### src/rtl/lpacl_pkg.sv
`timescale 1ns / 1ps

package lpacl_pkg;

    localparam int TABLE_DEPTH = 32;
    localparam int IDX_W       = $clog2(TABLE_DEPTH);
    localparam int CNT_W       = $clog2(TABLE_DEPTH + 1);
    localparam int ADDR_W      = 64;
    localparam int FULL_ADDR_W = 2 * ADDR_W;
    localparam int PFX_W       = 8;
    localparam int TAG_W       = 16;

    localparam logic [PFX_W-1:0] IPV4_MAX_PREFIX = PFX_W'(32);
    localparam logic [PFX_W-1:0] IPV6_MAX_PREFIX = PFX_W'(128);

    localparam logic STATUS_OK   = 1'b0;
    localparam logic STATUS_FULL = 1'b1;

    typedef enum logic [1:0] {
        OP_INSERT = 2'd0,
        OP_LOOKUP = 2'd1,
        OP_CLEAR  = 2'd2
    } t_op;

    typedef enum logic [2:0] {
        S_IDLE,
        S_INS,
        S_INS_PUT,
        S_LKP,
        S_PUSH
    } t_state;

    typedef struct packed {
        logic [ADDR_W-1:0] addr_high;
        logic [ADDR_W-1:0] addr_low;
        logic [PFX_W-1:0]  prefix;
        logic              family;
        logic [TAG_W-1:0]  tag;
    } t_entry;

endpackage

### src/rtl/lpacl_prefix_cmp.sv
`timescale 1ns / 1ps

module lpacl_prefix_cmp (
    input  lpacl_pkg::t_entry                 i_entry,
    input  logic                              i_is_ipv6,
    input  logic [lpacl_pkg::ADDR_W-1:0]      i_addr_high,
    input  logic [lpacl_pkg::ADDR_W-1:0]      i_addr_low,
    output logic                              o_match
);

    logic [lpacl_pkg::FULL_ADDR_W-1:0] mask;
    logic [lpacl_pkg::FULL_ADDR_W-1:0] diff;

    // Bit k counted from the most significant end takes part when k is below the prefix.
    always_comb begin
        for (int k = 0; k < lpacl_pkg::FULL_ADDR_W; k++) begin
            mask[lpacl_pkg::FULL_ADDR_W-1-k] = (lpacl_pkg::PFX_W'(k) < i_entry.prefix);
        end
    end

    assign diff    = ({i_entry.addr_high, i_entry.addr_low} ^ {i_addr_high, i_addr_low}) & mask;
    assign o_match = (i_entry.family == i_is_ipv6) && (diff == '0);

endmodule

### config.mk
export PLATFORM = sky130hd
export DESIGN_NAME = lpacl_prefix_cmp
export DESIGN_NICKNAME = d
export VERILOG_FILES = /design/src/rtl/lpacl_pkg.sv /design/src/rtl/lpacl_prefix_cmp.sv
export SDC_FILE = /design/constraint.sdc
export NUM_CORES = 1
export LEC_CHECK = 0
export ABC_CLOCK_PERIOD_IN_PS = 2930
export BUFFER_PORTS_ARGS = -buffer_cell sky130_fd_sc_hd__buf_2
export CAP_MARGIN = 10
export CORE_AREA = 2 2 109 111
export DETAILED_ROUTE_END_ITERATION = 6
export DIE_AREA = 0 0 111 113
export GPL_TIMING_DRIVEN = 0
export SYNTH_ARGS = -nofsm -noshare
export SYNTH_HDL_FRONTEND = slang
export SYNTH_SLANG_ARGS = --single-unit
### constraint.sdc
create_clock -name vclk -period 2.93
set_input_delay 0.293 -clock vclk [all_inputs]
set_output_delay 0.293 -clock vclk [all_outputs]
set_load 0.1 [all_outputs]
==> out/summary.txt <==
status = finished with violations
failing checks = setup timing
first-pass GRT wire length = 20000 um
crit end category = output port
Seq. cell area = 0 um^2
Hold Fails Final Rpt = 0
Pleak = 2.01 nW
Setup-failing EPs final = 1
syn nets = 669
post-synth top area share = 32.4%
Die Y = 113 um
Tightest Pin Transition = 0.856 ns
Worst EP arrival = 3.05 ns
via count of the first global-routing pass = 3795
hpwl dp = 11400 um
critical path, cell by cell = buf_8 > or4_4 > buf_6 > buf_2 > nor3_1 > o22ai_1 > or4_1 > or4_4 > a211oi_4 > buf_12
Pre-antenna DRT Iters = 5
sequential element share of the synthesized area = 0%
FMAX = 0.299 GHz
relative slew slack = 42.8%
Syn Area/Cell = 6.71 um^2
Max Cap Violations = 0
total track usage = 20.0%
Synth area leader = xor2_1
kind of critical path = in2out
maximum vdd drop = 0.0000551 V
hold endpoint = o_match
Area Overhead vs Synth = 65.6%
Worst Slack Setup Final = -0.414 ns
RSZ-0062 raised after global routing = true
PD cells = 143 mW/mm^2
Worst setup startpoint = i_entry[24]
Req. time, crit path = 2.64 ns
Setup crit start kind = input port
DR vias = 3930
hold-critical path depth = 7
Largest stage delay, worst path = 0.52 ns
setup TNS = -0.414 ns
final WL = 13200 um
Vias/cell = 4.92
Final Slew Violations = 0
final layout net count = 939
pre-CTS setup slack = -1.20 ns
top post-synthesis cells by area = xor2_1 (32%), o21ai_0 (14%), xnor2_1 (11%)
core area = 0.0113 mm^2
antenna violations before repair = 0
synthesized instance count = 387
crit-path max FO = 10
final RePlAce weighted congestion = 0.806
Iter 0 DRT Violations = 158
CTS hold repair buffers = 0
Min-Delay Startpoint = i_entry[151]
Slowest-stage cell, CP = or4_4
minimum clock period = 3.34 ns
FP Rows = 39
I/O pin total = 283
Cell variety after synth = 51
# clk buffers = 0
n_diodes = 0
FFs & Latches = 0
routed len/inst = 16.6 um
path type of the worst min-delay path = in2out
post-route DRC violation count = 0
pin count of the biggest net entering global routing = 11
die width = 111 um
post-synthesis cell area = 0.00260 mm^2
Ys Warns = 0
ratio of cells with drive above 1 in the final layout = 46.6%
grt ovf = 0
part of the cycle the worst path needs = 114%
number of I/O port buffers = 265
synth cell count leaders = xor2_1 (96), o21ai_0 (72), a21oi_1 (38), xnor2_1 (33), clkbuf_1 (21)
die area = 0.0125 mm^2
Initial Utilization = 23.0%
ANT nets after route = 0
most instantiated library cell after synthesis = xor2_1
CP most frequent cell = or4_4
## cell families after synthesis
kind of cell | count (synthesis) | synth area share (%)
AO/OA/AOI/OAI | 158 | 34.9
XOR/XNOR | 129 | 43.5
buffers and inverters | 26 | 4.34
AND/OR/NAND/NOR | 74 | 17.2
## what timing repair did
| action | CTS | global route |
|---|---|---|
| resized for setup | 35 | 14 |
| pin swaps | 2 | 2 |
| setup buffers | 2 | 1 |
| endpoints found under the setup margin | 1 | 1 |
## worst max-delay path by stage
stage / to / slack (ns) / cells past startpoint
5_1_grt: o_match / -0.50 / 11
3_3_place_gp: o_match / -1.20 / 9
4_1_cts: o_match / -0.41 / 10
3_5_place_dp: o_match / -1.20 / 9
2_1_floorplan: o_match / -0.66 / 9
6_report: o_match / -0.41 / 10
## stage by stage
stage | power, mW | utilization [%] | std cells | cell area [um^2] | hold WS, ns
finish | 0.615 | 38.2 | 798 | 4300 | 1.31
global route | 0.681 | 38.2 | 798 | 4300 | 1.34
CTS | 0.614 | 37.9 | 797 | 4270 | 1.30
detailed placement | 0.590 | 36.5 | 795 | 4120 | 1.43
global placement | 0.587 | 36.5 | 795 | 4120 | 1.43
floorplan | 0.288 | - | 387 | 2610 | 1.04
## where the power goes
part           leakage, nW  total (mW)  switching [mW]  internal (mW)
combinational         2.01       0.615           0.314          0.302
clock                    0           0               0              0
sequential               0           0               0              0
## layer usage
layer  vias up  wire, um  GRT usage (%)
met5         -         0              0
met4         0       100           1.58
met3         8      1120           2.68
met2       206      6610           37.1
met1      1756      5390           25.8
li1       1960         -              -
## layout by cell type, fill, tap and decap left out, types with 4 or more instances in the layout
master	count
clkbuf_2	6
buf_2	265
xnor2_1	33
o22ai_1	5
a21oi_1	37
nand3_1	8
a31oi_1	5
o21a_1	4
nor4_1	4
nand4_1	14
nor2_1	9
xor2_1	96
o21ai_1	7
nand2_1	8
o21ai_0	69
clkbuf_1	11
nor3_1	5
## worst max-delay path, delay by kind of cell
| kind | cells | cell delay [ns] |
|---|---|---|
| and+or+nand+nor | 4 | 1.72 |
| buffers and inverters | 4 | 0.65 |
| AOI/OAI and AO/OA | 2 | 0.36 |
## area by class of cell
type	instances	area, um^2
Buffer	24	124
Timing Repair Buffer	268	1380
Inverter	2	7.51
Fill cell	1242	6970
Multi-Input combinational cell	361	2610
Tap cell	143	179
Power figures use the tool's default switching activity.
